**src/rtl/lcfp_pkg.sv**
```systemverilog
// ----------------------------------------------------------------------------
// lcfp_pkg
// Shared types, opcodes and helper functions for the LSTM pointwise cell.
// ----------------------------------------------------------------------------
`default_nettype none

package lcfp_pkg;

   localparam logic OP_COMPUTE = 1'b0;
   localparam logic OP_LOAD    = 1'b1;

   // one bias entry: summed biases of the four gates
   typedef struct packed {
      logic signed [15:0] gi;
      logic signed [15:0] gf;
      logic signed [15:0] gc;
      logic signed [15:0] go;
   } bias_entry_type;

   // tanh(k/4) in Q0.16, k = 0..32
   function automatic logic [16:0] tanh_q16(input logic [5:0] k);
      logic [16:0] r;
      case (k)
         6'd0:  r = 17'd0;
         6'd1:  r = 17'd16051;
         6'd2:  r = 17'd30285;
         6'd3:  r = 17'd41625;
         6'd4:  r = 17'd49912;
         6'd5:  r = 17'd55593;
         6'd6:  r = 17'd59320;
         6'd7:  r = 17'd61694;
         6'd8:  r = 17'd63179;
         6'd9:  r = 17'd64096;
         6'd10: r = 17'd64659;
         6'd11: r = 17'd65003;
         6'd12: r = 17'd65212;
         6'd13: r = 17'd65339;
         6'd14: r = 17'd65417;
         6'd15: r = 17'd65464;
         6'd16: r = 17'd65492;
         6'd17: r = 17'd65509;
         6'd18: r = 17'd65520;
         6'd19: r = 17'd65526;
         6'd20: r = 17'd65530;
         6'd21: r = 17'd65532;
         6'd22: r = 17'd65534;
         6'd23: r = 17'd65535;
         6'd24: r = 17'd65535;
         default: r = 17'd65536;
      endcase
      return r;
   endfunction

   // saturate a wide signed value to 16 bits
   function automatic logic signed [15:0] sat16(input logic signed [33:0] v);
      logic signed [15:0] r;
      if (v > 34'sd32767) begin
         r = 16'sh7fff;
      end else if (v < -34'sd32768) begin
         r = 16'sh8000;
      end else begin
         r = v[15:0];
      end
      return r;
   endfunction

endpackage

`default_nettype wire

```
**src/rtl/lcfp_act.sv**
```systemverilog
// ----------------------------------------------------------------------------
// lcfp_act
// Two-stage interpolated tanh / sigmoid: table lookup, then interpolate+round.
// ----------------------------------------------------------------------------
`default_nettype none

module lcfp_act #(
   parameter int FRAC_BITS = 12,
   parameter bit SIGMOID   = 1'b0
) (
   input  wire               clock,
   input  wire               en_a,
   input  wire               en_b,
   input  wire signed [15:0] x,
   output logic signed [15:0] y
);

   localparam int SH  = SIGMOID ? FRAC_BITS - 1 : FRAC_BITS - 2;
   localparam int RSH = SIGMOID ? 17 - FRAC_BITS : 16 - FRAC_BITS;
   localparam logic [17:0] RND = 18'(1) << (RSH - 1);
   localparam logic [17:0] ONE = 18'h10000;

   logic [15:0]    mag;
   logic [15:0]    k;
   logic [16:0]    base, nxt;
   logic           neg_ff, sat_ff;
   logic [16:0]    base_ff;
   logic [15:0]    d_ff;
   logic [SH-1:0]  fr_ff;
   logic [SH+15:0] prod;
   logic [17:0]    t, sv, r;

   always_comb begin
      mag  = x[15] ? (~x + 16'd1) : x;   // most negative maps to 0x8000
      k    = mag >> SH;
      base = lcfp_pkg::tanh_q16(k[5:0]);
      nxt  = lcfp_pkg::tanh_q16(k[5:0] + 6'd1);
   end

   always_ff @(posedge clock) begin
      if (en_a) begin
         neg_ff  <= x[15];
         sat_ff  <= (k >= 16'd32);
         base_ff <= base;
         d_ff    <= 16'(nxt - base);
         fr_ff   <= mag[SH-1:0];
      end
   end

   always_comb begin
      prod = d_ff * fr_ff;
      t    = sat_ff ? ONE : (18'(base_ff) + 18'(prod >> SH));
      if (SIGMOID) begin
         sv = neg_ff ? (ONE - t) : (ONE + t);
      end else begin
         sv = t;
      end
      r = (sv + RND) >> RSH;
   end

   always_ff @(posedge clock) begin
      if (en_b) begin
         y <= (!SIGMOID && neg_ff) ? -16'(r) : 16'(r);
      end
   end

endmodule

`default_nettype wire

```
**config.mk**
```make
export PLATFORM = sky130hd
export DESIGN_NAME = lcfp_act
export DESIGN_NICKNAME = d
export VERILOG_FILES = /design/src/rtl/lcfp_pkg.sv /design/src/rtl/lcfp_act.sv
export SDC_FILE = /design/constraint.sdc
export NUM_CORES = 1
export LEC_CHECK = 0
export BUFFER_PORTS_ARGS = -buffer_cell sky130_fd_sc_hd__buf_2
export CORE_MARGIN = 4
export CORE_UTILIZATION = 70
export CTS_BUF_LIST = sky130_fd_sc_hd__clkbuf_4 sky130_fd_sc_hd__clkbuf_8
export CTS_CLUSTER_SIZE = 10
export DETAILED_ROUTE_END_ITERATION = 10
export PLACE_DENSITY = 0.87
export SYNTH_ARGS = -nofsm -noshare
export SYNTH_HDL_FRONTEND = slang
export SYNTH_SLANG_ARGS = --single-unit
export TNS_END_PERCENT = 5
```
**constraint.sdc**
```tcl
create_clock -name clock -period 26.7 [get_ports clock]
set_input_delay 2.67 -clock clock [delete_from_list [all_inputs] [get_ports clock]]
set_output_delay 2.67 -clock clock [all_outputs]
set_load 0.02 [all_outputs]
```
==> impl_results.md, run 1 <==
- Status: completed
- Synth cell types: between 80 and 90
- Final Hold Vio Count: 0
- Post-CTS sizing: 0
- TNS Setup: 0 ps
- Average routed wire per standard cell: roughly 19 um
- Share of cells above drive strength 1: between 7 and 8%
- Critical path origin: fr_ff[3]$_DFFE_PP_
- CORE AREA: between 10,000 and 15,000 um^2
- Io pins: 35
- Synth async-reset ratio: 0%
- Critical Path AT: approximately 9700 ps
- Hold-fix buffers, CTS: 0
- Starting density of the core: 72.5%
- Vias per std cell: 6.34
- First-pass GRT wire length: 44.3 mm
- Final HPWL DP: about 21 mm
- Post-synthesis net count: around 1,500
- Clock tree sinks: 61
- Most frequent cells in the layout: inv_1, nand2_1, fa_1, ha_1, and2_1
- Worst setup SP type: register
- Setup CP Type: register to register
- Clock tree buffer depth: 2
- Router iterations before antenna repair: 6
- Final min period: approximately 9600 ps
- Max incr delay on CP: approximately 700 ps
- Area Overhead vs Synth: 3.96%
- CTS tree: done
- Post-CTS setup buffers: 0
- Slew HR: 24.5%
- Fin nets: between 1,000 and 1,500
- Remaining Overflow, GRT: 0
- CP max-delay cell: edfxtp_1
- Fin crit share: a little over a third
- RSZ-0062 raised after global routing: no
- Post-synth EDFFs: between 60 and 70
- Syn Inst Count: about 1,200
- Post-synth top area share: between 20% and 30%
- Ys Warns: 0
- Post-synthesis sequential area ratio: 17.2%
- Die height: about 130 um
- Vias: 8,907
- Slew Viols, Final: 0
- Antenna viol nets, final: 0
- Endpoint class of the critical path: register
- Yosys reg bits: roughly 60
- Max cap viols: 0
- Post-synth design cell area: roughly 11,000 um^2
- Leading area contributor after synthesis: fa_1
- Initial antenna violation count: 0
- Std-Cell Rows: between 40 and 50
- DRC: 0
- Hold crit path type: register to register
- All-Layer GR Usage: a little under a third
- Iter 0 DRT Violations: 831
- Syn_area_per_cell: between 8 and 9 um^2
- DIE AREA: about 17,000 um^2
- Gpl congestion: 0.997
- Routed wire length: roughly 26 mm
- Final setup vio count: 0
- Worst Clk Skew: approximately 8.6 ps
- Root Buffer: clkbuf_8
- H-Tree Depth: 3
- R2r startpoint: fr_ff[3]$_DFFE_PP_
- Port Buffers: 34
- CP Max Fanout: 16
- Worst-margin pin slew: roughly 1100 ps
- Number of antenna diodes: 0
- WP data required: ~27,000 ps
- Vias in the first global route: a little under 9,000
- Die W: approximately 130 um
- Fmax: between 0.1 and 0.15 GHz
- CTS buffer count: 9
- Clock slew at reported path FFs: around 70 ps
- Largest cells by area after synthesis: fa_1, edfxtp_1, ha_1
- Commonest non-fill, non-tap cell in the layout: inv_1
- Largest net degree at the start of global routing: 46
- Clk Latency, worst-skew pair: between 300 and 400 ps
- Worst hold start: base_ff[16]$_SDFFCE_PP1P_
- Ys flop type: edfxtp_1
- R2R setup slack: 17,110 ps
==> layout make-up <==
class | count | area (um^2)
multi-input cells | 940 | 7970
fillers | 1047 | 3620
flip-flops and latches | 61 | 1830
inverters | 164 | 616
well taps | 184 | 230
repair buffers | 39 | 208
clock buffers | 9 | 124
clock inverters | 7 | 100
==> routing by layer <==
layer	global-route usage (%)	wire (um)	vias to the layer above	share of wire [%]
met1	42.4	11000	4271	42
met2	51.8	12600	433	48
met4	10.6	725	0	2.8
li1	-	-	4132	-
met5	0	0	-	0
met3	4.63	2020	71	7.7
==> cells by family (layout without fill, tap and decap cells) <==
logic type / count (synthesis) / count (layout) / synth area share (%)
buffers and inverters: 222 / 219 / 8.03
AO/OA/AOI/OAI: 239 / 239 / 16.3
multiplexers: 8 / 8 / 0.893
adder cells (fa/ha/maj): 212 / 212 / 32.7
AND/OR/NAND/NOR: 414 / 414 / 19.4
XOR/XNOR: 67 / 67 / 5.58
flip-flops: 61 / 61 / 17.2
==> per-stage QoR <==
| stage | hold WS (ps) | util [%] | cell area (um^2) | cells | setup WS [ps] |
|---|---|---|---|---|---|
| CTS | 890 | 75.3 | 11100 | 1404 | 17140 |
| finish | 895 | 75.3 | 11100 | 1404 | 17110 |
| detailed placement | 872 | 73.8 | 10900 | 1388 | 17080 |
| floorplan | 672 | - | 10700 | 1223 | 17880 |
| global route | 945 | 75.3 | 11100 | 1404 | 16380 |
| global placement | 875 | 73.8 | 10900 | 1388 | 17180 |
==> registers in the layout, indices dropped and copies added, names as in the netlist <==
register  count
d_ff         16
y            16
base_ff      17
fr_ff        10
neg_ff        1
sat_ff        1
==> synthesized netlist by cell type, drive strengths merged, types with 10 or more instances <==
cell    count
ha        102
a21oi      48
nor3       20
edfxtp     61
nand3      22
or2        10
o21ai      51
fa        110
a211oi     15
inv       163
nand2     157
and2       75
and3       12
clkbuf     51
a31oi      16
a21o       16
nand2b     12
xor2       20
nor2       62
xnor2      47
==> path summary, 6_finish.rpt <==
path                              end  cells past startpoint
setup reg to reg      y[11]$_DFFE_PP_                     32
hold reg to reg   y[15]$_SDFFCE_PN0P_                      4
setup / recovery      y[11]$_DFFE_PP_                     32
hold / removal    y[15]$_SDFFCE_PN0P_                      4
==> worst max-delay path: cells and delay by family (launching register included) <==
family / cells / cell delay, ps
buf+inv: 5 / 250
fa+ha+maj: 7 / 3290
compound gates: 13 / 3430
flops: 1 / 700
xor+xnor: 2 / 270
mux: 1 / 400
simple gates: 4 / 990
Power of run 1 is not shown: default switching activity piles up to over one toggle a cycle in this logic, so the estimate is an artifact.
==> inputs of run 2 (changes only) <==
--- a/config.mk
+++ b/config.mk
@@ -5,13 +5,14 @@
 export SDC_FILE = /design/constraint.sdc
 export NUM_CORES = 1
 export LEC_CHECK = 0
+export ABC_AREA = 1
 export BUFFER_PORTS_ARGS = -buffer_cell sky130_fd_sc_hd__buf_2
 export CORE_MARGIN = 4
-export CORE_UTILIZATION = 70
+export CORE_UTILIZATION = 60
 export CTS_BUF_LIST = sky130_fd_sc_hd__clkbuf_4 sky130_fd_sc_hd__clkbuf_8
 export CTS_CLUSTER_SIZE = 10
 export DETAILED_ROUTE_END_ITERATION = 10
-export PLACE_DENSITY = 0.87
+export PLACE_DENSITY = 0.8
 export SYNTH_ARGS = -nofsm -noshare
 export SYNTH_HDL_FRONTEND = slang
 export SYNTH_SLANG_ARGS = --single-unit
==> constraint.sdc (replaced) <==
create_clock -name clock -period 8 [get_ports clock]
set_input_delay 0.8 -clock clock [delete_from_list [all_inputs] [get_ports clock]]
set_output_delay 0.8 -clock clock [all_outputs]
set_load 0.02 [all_outputs]
==> run 2 against run 1 <==
Via count shrank 0.73%. Flip-flop and latch count is the same. Critical path type unchanged. Utilization shrank 7.1 points. Area after synthesis shrank 3.1%.
==> impl_results.md, run 2 <==
- Syn Inst Count: 1,365 (+12%)
- Endpoint class of the critical path: register
- WHS: 659 ps (-236 ps)
- Delay-heaviest family, CP: adder cells
- Clock slew at reported path FFs: 70 ps (about the same)
- Setup ws final: 91.4 ps (-17,010 ps)
- Leading area contributor after synthesis: fa_1
- Slew Viols, Final: 0 (unchanged)
- Port Buffers: 34 (unchanged)
- Die height: 139 um (+5.9%)
- Routed wire length: 24.5 mm (-6.9%)
- FF+latch area: 1830 um^2 (unchanged)
- Final min period: 7910 ps (-1690 ps)
- Max incr delay on CP: 560 ps (-140 ps)
- H-Tree Depth: 3 (unchanged)
- Iter 0 DRT Violations: 646 (-22%)
- Synth cell types: 52 (-42%)
- Post-synthesis sequential area ratio: 17.7% (+0.55 points)
- Commonest non-fill, non-tap cell in the layout: nand2_1
- Final HPWL DP: 19.8 mm (-4.5%)
- Largest regs: base_ff (17), d_ff (16), y (16)
- Vias in the first global route: 8,477 (-5.1%)
- Fin nets: 1,647 (+14%)
- Antenna viol nets, final: 0 (unchanged)
- Ys Warns: 0 (unchanged)
- Post-synthesis net count: 1,596 (+9.8%)
- Router iterations before antenna repair: 5 (-1)
- Max FFs per register: 17 (unchanged)
- Remaining Overflow, GRT: 0 (unchanged)
- R2r startpoint: fr_ff[6]$_DFFE_PP_
- Die W: 139 um (+5.9%)
- Most frequent cells in the layout: nand2_1, inv_1, fa_1, ha_1, nor2_1
- Register name with the most flops: base_ff
- Hold-fix buffers, CTS: 0 (unchanged)
- Cell depth of the worst flop-to-flop path: 43 (+34%)
- Worst setup SP type: register
- Gpl congestion: 0.957 (-4.0%)
- Final setup vio count: 0 (unchanged)
- Clk Latency, worst-skew pair: 360 ps (about the same)
- Synth cell count leaders: nand2_1, inv_1, fa_1
- CP Max Fanout: 7 (-9)
- Fin crit share: 98.9% (+63 points)
- CP Buf/Inv Count: 7 (+2)
- CTS buffer count: 9 (unchanged)
- Root Buffer: clkbuf_8
- CORE AREA: 16,700 um^2 (+14%)
- Yosys reg bits: 61 (unchanged)
- Status: completed
- CP most frequent cell: nand2_1
- R2R setup slack: 90 ps (-17,010 ps)
- Setup WS pre-CTS: -46.0 ps (-17,120 ps)
- Slew HR: 19.7% (-4.8 points)
- Critical Path AT: 8010 ps (-1670 ps)
- Area of the multi-input gates: 7310 um^2 (-8.2%)
- RSZ-0062 raised after global routing: yes
- Area Overhead vs Synth: 10.4%
- Post-synth EDFFs: 61 (unchanged)
- Fmax: 0.126 GHz (+21%)
- Largest net degree at the start of global routing: 46 (unchanged)
- Clock tree buffer depth: 2 (unchanged)
- Setup CP Type: register to register
- First-pass GRT wire length: 39.4 mm (-11%)
- Number of antenna diodes: 0 (unchanged)
- CP max-delay cell: fa_1
- Clock tree sinks: 61 (unchanged)
- Post-synth design cell area: 10,300 um^2 (-3.1%)
- Hold Crit Depth: 1 (-3)
- Final Hold Vio Count: 0 (unchanged)
- All-Layer GR Usage: 24.8% (-6.4 points)
- Worst hold start: x[0]
- Vias per std cell: 5.39 (-15%)
- CTS tree: done
- Syn_area_per_cell: 7.56 um^2 (-13%)
- Filler instances: 1,347 (+29%)
- Hold Path End: fr_ff[0]$_DFFE_PP_
- Top-count cell post-synth: nand2_1
- Average routed wire per standard cell: 14.9 um (-20%)
- Post-synth top area share: 21.3% (+0.66 points)
- DIE AREA: 19,400 um^2 (+12%)
- Initial antenna violation count: 0 (unchanged)
- DRC: 0 (unchanged)
- Hold crit path type: input port to register
- Worst Clk Skew: 27.1 ps (+18.4 ps)
- Worst-margin pin slew: 1170 ps (+49.2 ps)
- Ys flop type: edfxtp_1
- Starting density of the core: 61.8% (-11 points)
- Io pins: 35 (unchanged)
- Largest cells by area after synthesis: fa_1, edfxtp_1, ha_1
- Vias: 8,842 (-0.73%)
- Reg2reg end: y[13]$_DFFE_PP_
- Synth async-reset ratio: 0% (unchanged)
- WP data required: 8110 ps (-18,680 ps)
- Std-Cell Rows: 47 (+6.8%)
- Max cap viols: 0 (unchanged)
- Share of cells above drive strength 1: 14.7% (+7.0 points)
-- run 2: cell type report --
type	instances	area share, %
clock buffer	11	1.22
clock inverter	5	0.659
inverter	314	10.3
multi-input combinational	944	64.2
sequential	61	16.1
tap	220	2.41
timing repair buffer	86	5.15
-- run 2: worst reg2reg max path, delay by kind of cell (launching register included) --
family          cells  cell delay (ps)
fa+ha+maj           7             3160
buf+inv             7              720
compound gates      5              880
flops               1              490
xor+xnor            1              150
simple gates       23             2260
-- run 2: routing by layer --
layer / routed length (um) / up-vias / GRT usage, % / share of wire (%)
met5: 0 / - / 0 / 0
met4: 663 / 0 / 7.05 / 2.7
met3: 2020 / 52 / 4.45 / 8.3
met2: 12100 / 344 / 43.6 / 49
met1: 9730 / 4140 / 31.4 / 40
li1: - / 4306 / - / -
-- run 2: cells by family after synthesis --
family,share of synthesized area [%]
simple gates,22.3
buf+inv,13.3
fa+ha+maj,33.7
compound gates,8.33
flops,17.7
xor+xnor,4.56
-- run 2: worst max-delay path by stage --
stage,cells past startpoint,end,from
2_1_floorplan,47,y[15]$_SDFFCE_PN0P_,fr_ff[3]$_DFFE_PP_
3_3_place_gp,46,y[13]$_DFFE_PP_,fr_ff[6]$_DFFE_PP_
3_5_place_dp,42,y[13]$_DFFE_PP_,d_ff[2]$_DFFE_PP_
4_1_cts,41,y[13]$_DFFE_PP_,d_ff[1]$_DFFE_PP_
5_1_grt,43,y[13]$_DFFE_PP_,fr_ff[6]$_DFFE_PP_
6_report,43,y[13]$_DFFE_PP_,fr_ff[6]$_DFFE_PP_
-- run 2: metrics by stage --
step                util (%)  setup TNS (ps)  area (um^2)  cells
CTS                     65.8               0        11000   1616
floorplan                  -               0        10300   1365
global route            68.3           -1320        11400   1641
finish                  68.3               0        11400   1641
global placement        64.5               0        10800   1600
detailed placement      64.5           -66.7        10800   1600
-- run 2: repair_timing --
item / 4_1_cts / 5_1_grt
resized for setup: 1 / 61
setup endpoints to repair: 4 / 11
buffers inserted: 0 / 26
pin swaps: 0 / 53
Power of run 2 is left out for the same reason.
==> inputs of run 3 (changes only) <==
--- a/config.mk
+++ b/config.mk
@@ -8,11 +8,12 @@
 export ABC_AREA = 1
 export BUFFER_PORTS_ARGS = -buffer_cell sky130_fd_sc_hd__buf_2
 export CORE_MARGIN = 4
-export CORE_UTILIZATION = 60
+export CORE_UTILIZATION = 65
 export CTS_BUF_LIST = sky130_fd_sc_hd__clkbuf_4 sky130_fd_sc_hd__clkbuf_8
 export CTS_CLUSTER_SIZE = 10
 export DETAILED_ROUTE_END_ITERATION = 10
-export PLACE_DENSITY = 0.8
+export GPL_TIMING_DRIVEN = 0
+export PLACE_DENSITY = 0.82
 export SYNTH_ARGS = -nofsm -noshare
 export SYNTH_HDL_FRONTEND = slang
 export SYNTH_SLANG_ARGS = --single-unit
==> constraint.sdc (replaced) <==
create_clock -name clock -period 9.8 [get_ports clock]
set_input_delay 0.98 -clock clock [delete_from_list [all_inputs] [get_ports clock]]
set_output_delay 0.98 -clock clock [all_outputs]
set_load 0.02 [all_outputs]
==> run 3 against run 2 <==
Flip-flop and latch count is the same. Global-route usage grew 4.0 points. Final area shrank 4.1%. Critical path depth is the same. Count of clock-buffer cells in the layout shrank 1. Sequential share of layout area grew 0.70 points. Clock skew shrank 19 ps. Maximum frequency shrank 15%. Non-clock buffer count shrank 5. Critical path type unchanged. Largest cell class unchanged. Highest routed layer unchanged.
==> impl_results.md, run 3 (synthesized netlist as in run 2, its figures left out) <==
- CTS tree: done
- Worst Clk Skew: 7.81 ps (-19.3 ps)
- Antenna viol nets, final: 0 (unchanged)
- Fin nets: 1,642 (-0.30%)
- Largest regs: base_ff (17), d_ff (16), y (16)
- Max incr delay on CP: 550 ps (about the same)
- Max FFs per register: 17 (unchanged)
- Status: completed
- Router iterations before antenna repair: 6 (+1)
- Std-Cell Rows: 45 (-4.3%)
- Max cap viols: 0 (unchanged)
- Worst setup SP type: register
- All-Layer GR Usage: 28.8% (+4.0 points)
- Die W: 134 um (-3.7%)
- H-Tree Depth: 3 (unchanged)
- Number of antenna diodes: 0 (unchanged)
- Largest net degree at the start of global routing: 46 (unchanged)
- Setup WS pre-CTS: 657 ps (+703 ps)
- CORE AREA: 15,400 um^2 (-8.0%)
- CP most frequent cell: nand2_1
- Final setup vio count: 0 (unchanged)
- Port Buffers: 34 (unchanged)
- Clock slew at reported path FFs: 70 ps (about the same)
- Endpoint class of the critical path: register
- RSZ-0062 raised after global routing: no
- WP data required: 9890 ps (+1780 ps)
- Die height: 134 um (-3.7%)
- Area Overhead vs Synth: 5.87%
- Critical Path AT: 9360 ps (+1350 ps)
- CP max-delay cell: fa_1
- Fin crit share: 94.6% (-4.3 points)
- Iter 0 DRT Violations: 840 (+30%)
- Setup ws final: 532 ps (+441 ps)
- DRC: 0 (unchanged)
- DIE AREA: 18,000 um^2 (-7.3%)
- Fmax: 0.108 GHz (-15%)
- CTS buffer count: 9 (unchanged)
- Final min period: 9270 ps (+1360 ps)
- Register name with the most flops: base_ff
- Vias per std cell: 5.45 (+1.1%)
- Most frequent cells in the layout: nand2_1, inv_1, fa_1, ha_1, nor2_1
- Worst-margin pin slew: 977 ps (-197 ps)
- Vias in the first global route: 8,917 (+5.2%)
- Vias: 8,866 (+0.27%)
- Gpl congestion: 0.970 (+1.4%)
- Average routed wire per standard cell: 15.0 um (+0.57%)
- Root Buffer: clkbuf_8
- Clk Latency, worst-skew pair: 350 ps (about the same)
- Clock tree sinks: 61 (unchanged)
- Final HPWL DP: 19.8 mm (+0.15%)
- Hold crit path type: input port to register
- Clock tree buffer depth: 2 (unchanged)
- Starting density of the core: 67.1% (+5.3 points)
- Slew HR: 34.9% (+15 points)
- CP Max Fanout: 10 (+3)
- First-pass GRT wire length: 41.5 mm (+5.5%)
- Commonest non-fill, non-tap cell in the layout: nand2_1
- Slew Viols, Final: 0 (unchanged)
- Remaining Overflow, GRT: 0 (unchanged)
- Share of cells above drive strength 1: 8.69% (-6.0 points)
- Io pins: 35 (unchanged)
- Final Hold Vio Count: 0 (unchanged)
- Routed wire length: 24.4 mm (-0.29%)
- Hold-fix buffers, CTS: 0 (unchanged)
- Initial antenna violation count: 0 (unchanged)
- TNS Setup: 0 ps (unchanged)
- Setup CP Type: register to register
-- run 3: changes by cell type in the layout (fill, tap and decap cells not counted), sizes merged --
cell and delta:
bufinv -2, clkinv +4, inv -1, clkbuf +36, buf -42
-- run 3: critical path: cells and delay by family (launching register included) --
family | cells | cell delay (ps)
adders and majority gates | 7 | 3240
and+or+nand+nor | 21 | 2150
AOI/OAI and AO/OA | 11 | 2110
buffers and inverters | 3 | 960
DFF | 1 | 350
xor gates and xnor gates | 1 | 180
-- run 3: timing repair --
item	CTS	global route
buffers inserted	0	0
resized for setup	0	8
endpoints found under the setup margin	0	6
-- run 3: cell type report --
type	count	area [um^2]
multi-input cells	944	7110
fillers	1306	4440
flip-flops and latches	61	1830
inverters	314	1180
well taps	211	264
plain buffers	46	203
repair buffers	35	175
clock buffers	10	131
clock inverters	6	30.0
-- run 3: metrics by stage --
step           area [um^2]  cells  util, %  hold slack [ps]
6_report             10900   1627     71.1              842
5_1_grt              10900   1627     71.1              823
3_3_place_gp         10800   1610     70.0              854
4_1_cts              10900   1626     71.0              820
2_1_floorplan        10300   1365        -              625
3_5_place_dp         10800   1610     70.0              849
-- run 3: worst paths after layout --
check | cells after the start | from | end | slack [ps]
worst max register to register | 43 | fr_ff[5]$_DFFE_PP_ | y[15]$_SDFFCE_PN0P_ | 530
worst max-delay path | 43 | fr_ff[5]$_DFFE_PP_ | y[15]$_SDFFCE_PN0P_ | 530
worst min-delay path | 1 | x[0] | fr_ff[0]$_DFFE_PP_ | 840
worst min register to register | 5 | base_ff[16]$_SDFFCE_PP1P_ | y[13]$_DFFE_PP_ | 870
-- run 3: metal layers --
| metal | wire length (um) | track usage (%) |
|---|---|---|
| met1 | 9890 | 37.5 |
| met2 | 11200 | 46.4 |
| met3 | 2240 | 6.15 |
| met4 | 1030 | 13.1 |
| met5 | 0 | 0 |
Power of run 3 is left out for the same reason.
